## src/design/counter_lfsr_hash_rng_core_defines.svh

```systemverilog
// Assertion macros shared by the random number generator RTL.
`ifndef COUNTER_LFSR_HASH_RNG_CORE_DEFINES_SVH
`define COUNTER_LFSR_HASH_RNG_CORE_DEFINES_SVH

// Same-cycle implication, clocked on clk_i and disabled during reset.
`define CRNG_ASSERT_IMP(lbl, ante, cons, msg) \
  lbl: assert property (@(posedge clk_i) disable iff (!rst_ni) (ante) |-> (cons)) \
    else $error(msg);

// Next-cycle implication, clocked on clk_i and disabled during reset.
`define CRNG_ASSERT_NXT(lbl, ante, cons, msg) \
  lbl: assert property (@(posedge clk_i) disable iff (!rst_ni) (ante) |=> (cons)) \
    else $error(msg);

`endif

```

## src/design/crng_pkg.sv

```systemverilog
// Types and constants of the counter/LFSR/hash random number generator.
`timescale 1ns / 1ps
`default_nettype none

package crng_pkg;

  localparam logic [1:0] CMD_RAW   = 2'd0;
  localparam logic [1:0] CMD_BELOW = 2'd1;
  localparam logic [1:0] CMD_RANGE = 2'd2;
  localparam logic [1:0] CMD_SEED  = 2'd3;

  localparam logic [31:0] HASH_ADD    = 32'd394442897;
  localparam logic [31:0] HASH_MUL_A  = 32'd2426389093;
  localparam logic [31:0] HASH_MUL_B  = 32'd2840406347;
  localparam logic [31:0] RESET_COUNT = 32'h20078332;
  localparam logic [31:0] RESET_JUMP  = 32'hcafebabe;
  localparam logic [31:0] RESET_KEY   = 32'hbaddecaf;
  localparam logic [31:0] LFSR_TAPS   = 32'd80000967;
  localparam logic [31:0] WORD_MAX    = 32'hffffffff;

  localparam int unsigned HASH_STAGES = 5;
  localparam int unsigned DIV_STEPS   = 32;
  localparam int unsigned DIV_CNT_W   = $clog2(DIV_STEPS + 1);

  // Work classes handed from the front end to the execution engine.
  typedef enum logic [1:0] {
    OP_RAW,
    OP_BOUND,
    OP_ZERO,
    OP_SEED
  } op_e;

  typedef struct packed {
    op_e         op;
    logic [31:0] bound;
    logic [31:0] offset;
    logic [63:0] seed;
  } entry_t;

  typedef struct packed {
    logic        start;
    logic [31:0] value;
    logic [31:0] key;
  } hash_req_t;

  typedef struct packed {
    logic        busy;
    logic        done;
    logic [31:0] value;
  } hash_rsp_t;

  typedef struct packed {
    logic        start;
    logic [31:0] dividend;
    logic [31:0] divisor;
  } div_req_t;

  typedef struct packed {
    logic        busy;
    logic        done;
    logic [31:0] rem;
  } div_rsp_t;

endpackage

`default_nettype wire

```

## src/design/crng_front.sv

```systemverilog
// Front end: accepts commands, classifies them and queues the work entries.
`timescale 1ns / 1ps
`default_nettype none

module crng_front #(
  parameter int unsigned QueueDepth = 2
) (
  input  wire logic              clk_i,
  input  wire logic              rst_ni,
  input  wire logic              in_valid_i,
  output logic                   in_ready_o,
  input  wire logic [1:0]        command_i,
  input  wire logic [31:0]       limit_i,
  input  wire logic [31:0]       lower_i,
  input  wire logic [31:0]       upper_i,
  input  wire logic [63:0]       seed_value_i,
  output logic                   head_valid_o,
  output crng_pkg::entry_t       head_o,
  input  wire logic              pop_i
);

  localparam int unsigned PtrW = $clog2(QueueDepth);
  localparam int unsigned CntW = $clog2(QueueDepth + 1);
  localparam logic [PtrW-1:0] LastPtr = PtrW'(QueueDepth - 1);
  localparam logic [CntW-1:0] FullCnt = CntW'(QueueDepth);

  crng_pkg::entry_t queue_q [QueueDepth];
  logic [PtrW-1:0]  wr_ptr_q;
  logic [PtrW-1:0]  rd_ptr_q;
  logic [CntW-1:0]  count_q;

  crng_pkg::entry_t entry;
  logic [31:0]      size;
  logic [63:0]      xs_a;
  logic [63:0]      xs_b;
  logic [63:0]      xs_c;
  logic             push;
  logic             pop;

  assign size = upper_i - lower_i + 32'd1;
  assign xs_a = seed_value_i ^ (seed_value_i << 13);
  assign xs_b = xs_a ^ (xs_a >> 7);
  assign xs_c = xs_b ^ (xs_b << 17);

  always_comb begin
    entry        = '0;
    entry.op     = crng_pkg::OP_RAW;
    entry.bound  = limit_i;
    entry.offset = 32'd0;
    entry.seed   = xs_c;
    unique case (command_i)
      crng_pkg::CMD_RAW: begin
        entry.op = crng_pkg::OP_RAW;
      end
      crng_pkg::CMD_BELOW: begin
        entry.op = (limit_i == 32'd0) ? crng_pkg::OP_ZERO : crng_pkg::OP_BOUND;
      end
      crng_pkg::CMD_RANGE: begin
        entry.op     = (size == 32'd0) ? crng_pkg::OP_ZERO : crng_pkg::OP_BOUND;
        entry.bound  = size;
        entry.offset = lower_i;
      end
      crng_pkg::CMD_SEED: begin
        entry.op = crng_pkg::OP_SEED;
      end
      default: begin
        entry.op = crng_pkg::OP_RAW;
      end
    endcase
  end

  assign in_ready_o   = (count_q != FullCnt);
  assign head_valid_o = (count_q != '0);
  assign head_o       = queue_q[rd_ptr_q];
  assign push         = in_valid_i && in_ready_o;
  assign pop          = pop_i && head_valid_o;

  always_ff @(posedge clk_i) begin
    if (push) begin
      queue_q[wr_ptr_q] <= entry;
    end
  end

  always_ff @(posedge clk_i or negedge rst_ni) begin
    if (!rst_ni) begin
      wr_ptr_q <= '0;
      rd_ptr_q <= '0;
      count_q  <= '0;
    end else begin
      if (push) begin
        wr_ptr_q <= (wr_ptr_q == LastPtr) ? '0 : wr_ptr_q + PtrW'(1);
      end
      if (pop) begin
        rd_ptr_q <= (rd_ptr_q == LastPtr) ? '0 : rd_ptr_q + PtrW'(1);
      end
      if (push && !pop) begin
        count_q <= count_q + CntW'(1);
      end else if (pop && !push) begin
        count_q <= count_q - CntW'(1);
      end
    end
  end

endmodule

`default_nettype wire

```

## src/design/crng_hash.sv

```systemverilog
// Pipelined multiply/xorshift hash unit; done flags the result of each start.
`timescale 1ns / 1ps
`default_nettype none

module crng_hash (
  input  wire logic                clk_i,
  input  wire logic                rst_ni,
  input  wire crng_pkg::hash_req_t req_i,
  output crng_pkg::hash_rsp_t      rsp_o
);

  logic [crng_pkg::HASH_STAGES-1:0] vld_q;
  logic [31:0] s1_q;
  logic [31:0] key_q;
  logic [31:0] s2_q;
  logic [31:0] s3_q;
  logic [31:0] s4_q;
  logic [31:0] s5_q;

  logic [31:0] sum_key;
  logic [31:0] sum_add;

  assign sum_key = s1_q + key_q;
  assign sum_add = s2_q + crng_pkg::HASH_ADD;

  always_ff @(posedge clk_i) begin
    s1_q  <= req_i.value * crng_pkg::HASH_MUL_A;
    key_q <= req_i.key;
    s2_q  <= sum_key ^ (sum_key << 13);
    s3_q  <= sum_add ^ (sum_add >> 17);
    s4_q  <= s3_q * crng_pkg::HASH_MUL_B;
    s5_q  <= s4_q ^ (s4_q << 5);
  end

  always_ff @(posedge clk_i or negedge rst_ni) begin
    if (!rst_ni) begin
      vld_q <= '0;
    end else begin
      vld_q <= {vld_q[crng_pkg::HASH_STAGES-2:0], req_i.start};
    end
  end

  assign rsp_o.busy  = |vld_q;
  assign rsp_o.done  = vld_q[crng_pkg::HASH_STAGES-1];
  assign rsp_o.value = s5_q;

endmodule

`default_nettype wire

```

## src/design/crng_div.sv

```systemverilog
// Restoring remainder unit, one quotient bit per cycle.
`timescale 1ns / 1ps
`default_nettype none

module crng_div (
  input  wire logic               clk_i,
  input  wire logic               rst_ni,
  input  wire crng_pkg::div_req_t req_i,
  output crng_pkg::div_rsp_t      rsp_o
);

  logic [31:0] rem_q;
  logic [31:0] dvd_q;
  logic [31:0] dsr_q;
  logic [crng_pkg::DIV_CNT_W-1:0] cnt_q;
  logic        busy_q;
  logic        done_q;

  logic [32:0] trial;
  logic [32:0] diff;
  logic        fits;

  assign trial = {rem_q, dvd_q[31]};
  assign diff  = trial - {1'b0, dsr_q};
  assign fits  = (trial >= {1'b0, dsr_q});

  always_ff @(posedge clk_i) begin
    if (req_i.start) begin
      rem_q <= 32'd0;
      dvd_q <= req_i.dividend;
      dsr_q <= req_i.divisor;
    end else if (busy_q) begin
      rem_q <= fits ? diff[31:0] : trial[31:0];
      dvd_q <= {dvd_q[30:0], 1'b0};
    end
  end

  always_ff @(posedge clk_i or negedge rst_ni) begin
    if (!rst_ni) begin
      cnt_q  <= '0;
      busy_q <= 1'b0;
      done_q <= 1'b0;
    end else begin
      done_q <= 1'b0;
      if (req_i.start) begin
        cnt_q  <= crng_pkg::DIV_CNT_W'(crng_pkg::DIV_STEPS);
        busy_q <= 1'b1;
      end else if (busy_q) begin
        cnt_q <= cnt_q - crng_pkg::DIV_CNT_W'(1);
        if (cnt_q == crng_pkg::DIV_CNT_W'(1)) begin
          busy_q <= 1'b0;
          done_q <= 1'b1;
        end
      end
    end
  end

  assign rsp_o.busy = busy_q;
  assign rsp_o.done = done_q;
  assign rsp_o.rem  = rem_q;

endmodule

`default_nettype wire

```

## src/design/crng_back.sv

```systemverilog
// Execution engine: generator state, draw sequencing and result register.
`timescale 1ns / 1ps
`default_nettype none

module crng_back (
  input  wire logic                clk_i,
  input  wire logic                rst_ni,
  input  wire logic                head_valid_i,
  input  wire crng_pkg::entry_t    head_i,
  output logic                     pop_o,
  output crng_pkg::hash_req_t      hash_req_o,
  input  wire crng_pkg::hash_rsp_t hash_rsp_i,
  output crng_pkg::div_req_t       div_req_o,
  input  wire crng_pkg::div_rsp_t  div_rsp_i,
  output logic                     out_valid_o,
  input  wire logic                out_ready_i,
  output logic [31:0]              value_o
);

  typedef enum logic [2:0] {
    ST_IDLE,
    ST_TDIV,
    ST_DRAW,
    ST_HASH,
    ST_RDIV,
    ST_OUT,
    ST_SEED
  } state_e;

  state_e        state_q;
  crng_pkg::op_e op_q;
  logic [31:0]   counter_q;
  logic [31:0]   jumper_q;
  logic [31:0]   key_q;
  logic [31:0]   bound_q;
  logic [31:0]   offset_q;
  logic [31:0]   thresh_q;
  logic [31:0]   result_q;
  logic          hash_start_q;
  logic [31:0]   hash_val_q;
  logic [31:0]   hash_key_q;
  logic          div_start_q;
  logic [31:0]   div_dvd_q;
  logic [31:0]   div_dsr_q;
  logic          out_valid_q;
  logic [31:0]   value_q;

  logic [31:0]   counter_next;
  logic [31:0]   jumper_next;
  logic          hash_start_d;
  logic          div_start_d;
  logic          out_valid_d;

  assign counter_next = counter_q + 32'd1;
  assign jumper_next  = (jumper_q >> 1) ^ (jumper_q[0] ? crng_pkg::LFSR_TAPS : 32'd0);

  assign pop_o = (state_q == ST_IDLE) && head_valid_i;

  assign hash_start_d = (pop_o && (head_i.op == crng_pkg::OP_SEED)) || (state_q == ST_DRAW);
  assign div_start_d  = (pop_o && (head_i.op == crng_pkg::OP_BOUND)) ||
                        ((state_q == ST_HASH) && hash_rsp_i.done &&
                         (op_q != crng_pkg::OP_RAW) && (hash_rsp_i.value < thresh_q));
  // A pending result stays valid until taken; ST_OUT always leaves a valid result.
  assign out_valid_d  = (state_q == ST_OUT) || (out_valid_q && !out_ready_i);

  always_ff @(posedge clk_i or negedge rst_ni) begin
    if (!rst_ni) begin
      state_q      <= ST_IDLE;
      op_q         <= crng_pkg::OP_RAW;
      counter_q    <= crng_pkg::RESET_COUNT;
      jumper_q     <= crng_pkg::RESET_JUMP;
      key_q        <= crng_pkg::RESET_KEY;
      bound_q      <= 32'd0;
      offset_q     <= 32'd0;
      thresh_q     <= 32'd0;
      result_q     <= 32'd0;
      hash_start_q <= 1'b0;
      hash_val_q   <= 32'd0;
      hash_key_q   <= 32'd0;
      div_start_q  <= 1'b0;
      div_dvd_q    <= 32'd0;
      div_dsr_q    <= 32'd0;
      out_valid_q  <= 1'b0;
      value_q      <= 32'd0;
    end else begin
      hash_start_q <= hash_start_d;
      div_start_q  <= div_start_d;
      out_valid_q  <= out_valid_d;
      unique case (state_q)
        ST_IDLE: begin
          if (head_valid_i) begin
            op_q     <= head_i.op;
            bound_q  <= head_i.bound;
            offset_q <= head_i.offset;
            unique case (head_i.op)
              crng_pkg::OP_RAW: begin
                state_q <= ST_DRAW;
              end
              crng_pkg::OP_BOUND: begin
                // Rejection threshold needs the remainder of the all-ones word first.
                div_dvd_q   <= crng_pkg::WORD_MAX;
                div_dsr_q   <= head_i.bound;
                state_q     <= ST_TDIV;
              end
              crng_pkg::OP_ZERO: begin
                result_q <= 32'd0;
                state_q  <= ST_OUT;
              end
              crng_pkg::OP_SEED: begin
                hash_val_q   <= head_i.seed[31:0];
                hash_key_q   <= head_i.seed[63:32];
                counter_q    <= head_i.seed[31:0];
                jumper_q     <= crng_pkg::RESET_JUMP;
                state_q      <= ST_SEED;
              end
              default: begin
                state_q <= ST_IDLE;
              end
            endcase
          end
        end
        ST_TDIV: begin
          if (div_rsp_i.done) begin
            thresh_q <= crng_pkg::WORD_MAX - div_rsp_i.rem;
            state_q  <= ST_DRAW;
          end
        end
        ST_DRAW: begin
          counter_q    <= counter_next;
          jumper_q     <= jumper_next;
          hash_val_q   <= jumper_next ^ counter_next;
          hash_key_q   <= key_q;
          state_q      <= ST_HASH;
        end
        ST_HASH: begin
          if (hash_rsp_i.done) begin
            if (op_q == crng_pkg::OP_RAW) begin
              result_q <= hash_rsp_i.value;
              state_q  <= ST_OUT;
            end else if (hash_rsp_i.value >= thresh_q) begin
              // Rejected words still advance the generator state.
              state_q <= ST_DRAW;
            end else begin
              div_dvd_q   <= hash_rsp_i.value;
              div_dsr_q   <= bound_q;
              state_q     <= ST_RDIV;
            end
          end
        end
        ST_RDIV: begin
          if (div_rsp_i.done) begin
            result_q <= div_rsp_i.rem + offset_q;
            state_q  <= ST_OUT;
          end
        end
        ST_OUT: begin
          if (!out_valid_q || out_ready_i) begin
            value_q     <= result_q;
            state_q     <= ST_IDLE;
          end
        end
        ST_SEED: begin
          if (hash_rsp_i.done) begin
            key_q   <= hash_rsp_i.value;
            state_q <= ST_IDLE;
          end
        end
        default: begin
          state_q <= ST_IDLE;
        end
      endcase
    end
  end

  assign hash_req_o.start   = hash_start_q;
  assign hash_req_o.value   = hash_val_q;
  assign hash_req_o.key     = hash_key_q;
  assign div_req_o.start    = div_start_q;
  assign div_req_o.dividend = div_dvd_q;
  assign div_req_o.divisor  = div_dsr_q;
  assign out_valid_o        = out_valid_q;
  assign value_o            = value_q;

endmodule

`default_nettype wire

```

## src/design/counter_lfsr_hash_rng_core.sv

```systemverilog
// Top level of the counter/LFSR/hash random number generator.
//
// Commands arrive on a valid/ready input channel (command, limit, lower,
// upper, seed_value); results leave on a valid/ready output channel (value).
// Command 0 returns a raw hashed word, 1 a value below limit, 2 a value in
// [lower, upper], and 3 reseeds the generator without returning a result.
// A small command queue sits in front of the engine, so new transactions are
// taken while the engine works or while a result waits to be taken.
// Raw draw: the word passes through the five-stage hash pipeline, and the
// engine takes the next command only once the last result is registered.
// Bounded draws: the remainder of the all-ones word gives the rejection
// threshold, words are then drawn and hashed until one falls below it, and
// the remainder of that word gives the result; the remainder unit works one
// bit per cycle. Zero-size bounded commands give 0 without a draw; a reseed
// keeps the engine busy until the hash of the seed is done.
// Reset loads the counter, jumper and key with their default values and
// empties the queue. When the receiver stalls, the result register holds and
// the engine waits; the queue keeps accepting until it is full.
`timescale 1ns / 1ps
`default_nettype none
`include "counter_lfsr_hash_rng_core_defines.svh"

module counter_lfsr_hash_rng_core #(
  parameter int unsigned QueueDepth = 2
) (
  input  wire logic        clk_i,
  input  wire logic        rst_ni,
  input  wire logic        in_valid_i,
  output logic             in_ready_o,
  input  wire logic [1:0]  command_i,
  input  wire logic [31:0] limit_i,
  input  wire logic [31:0] lower_i,
  input  wire logic [31:0] upper_i,
  input  wire logic [63:0] seed_value_i,
  output logic             out_valid_o,
  input  wire logic        out_ready_i,
  output logic [31:0]      value_o
);

  logic                head_valid;
  crng_pkg::entry_t    head;
  logic                pop;
  crng_pkg::hash_req_t hash_req;
  crng_pkg::hash_rsp_t hash_rsp;
  crng_pkg::div_req_t  div_req;
  crng_pkg::div_rsp_t  div_rsp;

  crng_front #(
    .QueueDepth(QueueDepth)
  ) u_front (
    .clk_i        (clk_i),
    .rst_ni       (rst_ni),
    .in_valid_i   (in_valid_i),
    .in_ready_o   (in_ready_o),
    .command_i    (command_i),
    .limit_i      (limit_i),
    .lower_i      (lower_i),
    .upper_i      (upper_i),
    .seed_value_i (seed_value_i),
    .head_valid_o (head_valid),
    .head_o       (head),
    .pop_i        (pop)
  );

  crng_hash u_hash (
    .clk_i  (clk_i),
    .rst_ni (rst_ni),
    .req_i  (hash_req),
    .rsp_o  (hash_rsp)
  );

  crng_div u_div (
    .clk_i  (clk_i),
    .rst_ni (rst_ni),
    .req_i  (div_req),
    .rsp_o  (div_rsp)
  );

  crng_back u_back (
    .clk_i        (clk_i),
    .rst_ni       (rst_ni),
    .head_valid_i (head_valid),
    .head_i       (head),
    .pop_o        (pop),
    .hash_req_o   (hash_req),
    .hash_rsp_i   (hash_rsp),
    .div_req_o    (div_req),
    .div_rsp_i    (div_rsp),
    .out_valid_o  (out_valid_o),
    .out_ready_i  (out_ready_i),
    .value_o      (value_o)
  );

  `CRNG_ASSERT_IMP(a_hash_start_idle, hash_req.start, !hash_rsp.busy,
                   "hash started while a hash is in flight")
  `CRNG_ASSERT_IMP(a_div_start_idle, div_req.start, !div_rsp.busy,
                   "remainder unit started while busy")
  `CRNG_ASSERT_IMP(a_no_overlap, hash_req.start, !div_rsp.busy && !div_req.start,
                   "hash and remainder unit active together")
  `CRNG_ASSERT_NXT(a_div_runs, div_req.start, div_rsp.busy,
                   "remainder unit did not start")

endmodule

`default_nettype wire
```

## config.mk

```make
export PLATFORM = sky130hd
export DESIGN_NAME = counter_lfsr_hash_rng_core
export DESIGN_NICKNAME = d
export VERILOG_FILES = /design/src/design/crng_pkg.sv /design/src/design/crng_front.sv /design/src/design/crng_hash.sv /design/src/design/crng_div.sv /design/src/design/crng_back.sv /design/src/design/counter_lfsr_hash_rng_core.sv
export VERILOG_INCLUDE_DIRS = /design/src /design/src/design
export SDC_FILE = /design/constraint.sdc
export NUM_CORES = 2
export LEC_CHECK = 0
export ABC_AREA = 1
export BUFFER_PORTS_ARGS = -buffer_cell sky130_fd_sc_hd__buf_2
export CAP_MARGIN = 40
export CELL_PAD_IN_SITES_DETAIL_PLACEMENT = 1
export CELL_PAD_IN_SITES_GLOBAL_PLACEMENT = 1
export CORE_ASPECT_RATIO = 1.25
export CORE_MARGIN = 5
export CORE_UTILIZATION = 49
export DETAILED_ROUTE_END_ITERATION = 8
export PLACE_DENSITY_LB_ADDON = 0.1
export SYNTH_ARGS = -nofsm -noshare
export SYNTH_HDL_FRONTEND = slang
export SYNTH_SLANG_ARGS = --single-unit
```

## constraint.sdc

```tcl
create_clock -name clk_i -period 8.35 [get_ports clk_i]
set_input_delay 0 -clock clk_i [delete_from_list [all_inputs] [get_ports clk_i]]
set_output_delay 0 -clock clk_i [all_outputs]
set_load 0.005 [all_outputs]
```

==> key figures <==
Outcome
  – Status: finished clean

Die
  – Starting density of the core: 49.2%
  – Die Y: 411 um
  – Core ar.: 128000 sq um
  – Die X: 331 um
  – DIE AREA: 136000 sq um
  – Row count: 147
  – Ports: 200

Global routing
  – Largest net degree at the start of global routing: 145
  – First-pass GRT wire length: 330 mm
  – Initial antenna violation count: 11
  – GR Overflow Total: 0
  – Number of global-route vias before repair: 54300
  – Total GRT Usage: 32.0%

Min path
  – Hold Path Class: primary input to register
  – Worst Hold Depth: 3

Timing
  – Setup TNS Final: 0 ps
  – # setup viols final: 0
  – Slew Limit Fails: 0
  – Final min period: 6860 ps
  – RSZ-0062 raised after global routing: no
  – Max Clock Skew: 35.9 ps
  – Tightest Pin Transition: 967 ps
  – Final Hold Fails: 0
  – Slew HR: 35.1%
  – Period utilization: 82.1%
  – Fmax achieved: 0.146 GHz

Worst setup path
  – Crit path kind: register to register
  – Crit path depth: 22
  – Cells along the critical path: inv_1, fa_1, inv_1, ha_1, xnor2_1, fa_1, inv_1, ha_1, fa_1, fa_1, fa_1, inv_1, fa_1, inv_1, ha_1, nand2_1, nor4_1, nand4_1, nand3_1, a21o_1, a21oi_1, xor2_1
  – Worst path buffer plus inverter count: 5
  – Crit path top cell by count: fa_1
  – Slowest CP cell: nor4_1
  – Worst EP arrival: 7450 ps
  – Crit path max-delay family: adder cells
  – CP Data Required Time: 8940 ps
  – Worst setup EP type: register
  – Crit path launch type: register
  – Cell depth of the worst flop-to-flop path: 22
  – Crit-path max FO: 9
  – CP max stage delay: 740 ps

Route
  – Initial DRC Count: 2889
  – Via count: 50200
  – Met3 wire len: 8.18 mm
  – TritonRoute pass-1 iters: 5
  – Max Used Layer: met5
  – Met2 routed WL: 109 mm
  – DR DRC count: 0
  – Wirelength per Cell: 23.8 um
  – Met1 WL: 88.9 mm
  – Post-route ant nets: 0
  – Total Routed Length: 218 mm
  – Vias/cell: 5.48

Clock network
  – Clock root buffer: clkbuf_16
  – Worst skew pair latency: 710 ps
  – Clk slew on worst S/H paths: 70 ps
  – Clock sink count: 956
  – Resize count post-CTS: 0
  – Hold Buf Count CTS: 108
  – Post-CTS setup buffers: 0
  – Clock buffer depth: 3
  – CTS buffer count: 100
  – CTS tree: built
  – H-tree Lvls: 3

Layout
  – Area of the multi-input gates: 33500 sq um
  – Register area: 24500 sq um
  – Max FFs per register: 260
  – Fin nets: 8426
  – Share of cells above drive strength 1: 8.17%
  – Area growth syn-to-layout: 11.9%
  – FILL cells: 15000
  – Biggest register: u_front.queue_q

Synthesis
  – Syn Area/Cell: 8.94 sq um
  – Seq cells post-synth: 956
  – Syn. warnings: 0
  – Number of flops mapped to enable cells by yosys: 324
  – Post-Syn Instances: 7059
  – Ys async rst share: 42.7%
  – Top_reg_cell synth: dfrtp_1
  – Top cell type by total area after synthesis: edfxtp_1
  – Post-Syn Nets: 8124
  – Register area share after synthesis: 38.8%
  – Synth top area share: 15.4%
  – Distinct cells, synth: 69
  – Netlist Area Pre-Place: 63100 sq um
  – Largest cells by area after synthesis: edfxtp_1 (15%), dfrtp_1 (14%), ha_1 (12%)

Placed design
  – Routability cong.: 0.947
  – Port buffer count: 199
  – Final HPWL DP: 173 mm

Flow run
  – Max_cap viols: 0
==> per-layer routing <==
metal	GRT usage (%)	vias to the layer above
li1	-	23400
met1	39.7	25300
met2	56.6	1087
met3	3.21	384
met4	14.4	2
met5	0	-
==> final cells by class <==
cell class | count | area share, %
tap | 1713 | 3.04
sequential | 956 | 34.7
inverter | 1182 | 6.29
clock buffer | 133 | 4.06
clock inverter | 54 | 0.728
timing repair buffer | 365 | 3.71
multi-input combinational | 4756 | 47.5
antenna | 5 | 0.0177
==> synth_stat cells, drive strengths merged (4+ instances only) <==
library cell and n:
o21a 4, xor2 219, a32oi 4, a31oi 66, xnor2 217, o22ai 25
a221oi 4, edfxtp 324, o2111ai 4, o22a 4, buf 60, dfrtp 354
a22oi 21, nand4 41, nand3 213, o211ai 47, a21boi 8, o31ai 35
o21ai 452, dfstp 54, a21o 32, inv 1181, mux2 36, dfxtp 224
nor4 20, nor3 65, nor2 476, fa 314, or2 27, nand2 1467
a21oi 280, nand3b 21, clkbuf 105, and2 7, o21bai 18, a211oi 4
o221ai 13, ha 585, o221a 11
==> cell usage in the layout (no fill, tap or decap), types with 61 or more instances in the layout <==
master	Yosys	layout
nand2_1	1465	1463
inv_1	1167	1166
ha_1	585	585
nor2_1	464	458
o21ai_0	436	436
dfrtp_1	354	352
edfxtp_1	324	324
fa_1	314	314
a21oi_1	279	279
dfxtp_1	224	224
xor2_1	218	218
xnor2_1	217	217
nand3_1	212	210
buf_2	40	198
dlygate4sd3_1	0	107
clkbuf_16	0	106
a31oi_1	66	66
nor3_1	61	61
==> kinds of logic after synthesis <==
family	after synthesis	synth area share [%]
xor+xnor	438	6.14
compound gates	1039	9.46
simple gates	2341	15.2
fa+ha+maj	899	21.6
mux	39	0.690
buf+inv	1347	8.17
flops	956	38.8
==> worst register-to-register path, stage by stage, from the launching register on <==
cell     delay (ps)
dfrtp_1         630
inv_1           240
fa_1            570
inv_1            70
ha_1            310
xnor2_1         160
fa_1            490
inv_1            40
ha_1            180
fa_1            470
fa_1            500
fa_1            490
inv_1            50
fa_1            490
inv_1            50
ha_1            360
nand2_1         120
nor4_1          740
nand4_1         160
nand3_1         200
a21o_1          170
a21oi_1          90
xor2_1          150
==> metrics by stage <==
stage	hold WS [ps]	utilization, %	worst slack, ps	area, sq um	std cells
3_5_place_dp	120	51.6	1510	66100	8864
2_1_floorplan	-296	-	1700	63100	7059
5_1_grt	28.3	55.1	1260	70600	9163
6_report	6.56	55.1	1490	70600	9164
3_3_place_gp	111	51.5	1710	66000	8852
4_1_cts	3.24	55.1	1500	70600	9159
==> final timing paths <==
path | to | startpoint | slack [ps]
max in group asynchronous | u_back.hash_val_q[19] | rst_ni | 6260
setup reg to reg | u_hash.s1_q[28] | u_back.hash_val_q[4] | 1490
setup / recovery | u_hash.s1_q[28] | u_back.hash_val_q[4] | 1490
min in group asynchronous | u_back.bound_q[10] | rst_ni | 340
hold / removal | u_front.queue_q[0][57] | seed_value_i[57] | 7
hold reg to reg | u_hash.key_q[30] | u_back.hash_key_q[30] | 340
Power is not shown: default switching activity piles up to over one toggle a cycle in this logic, so the estimate is an artifact.
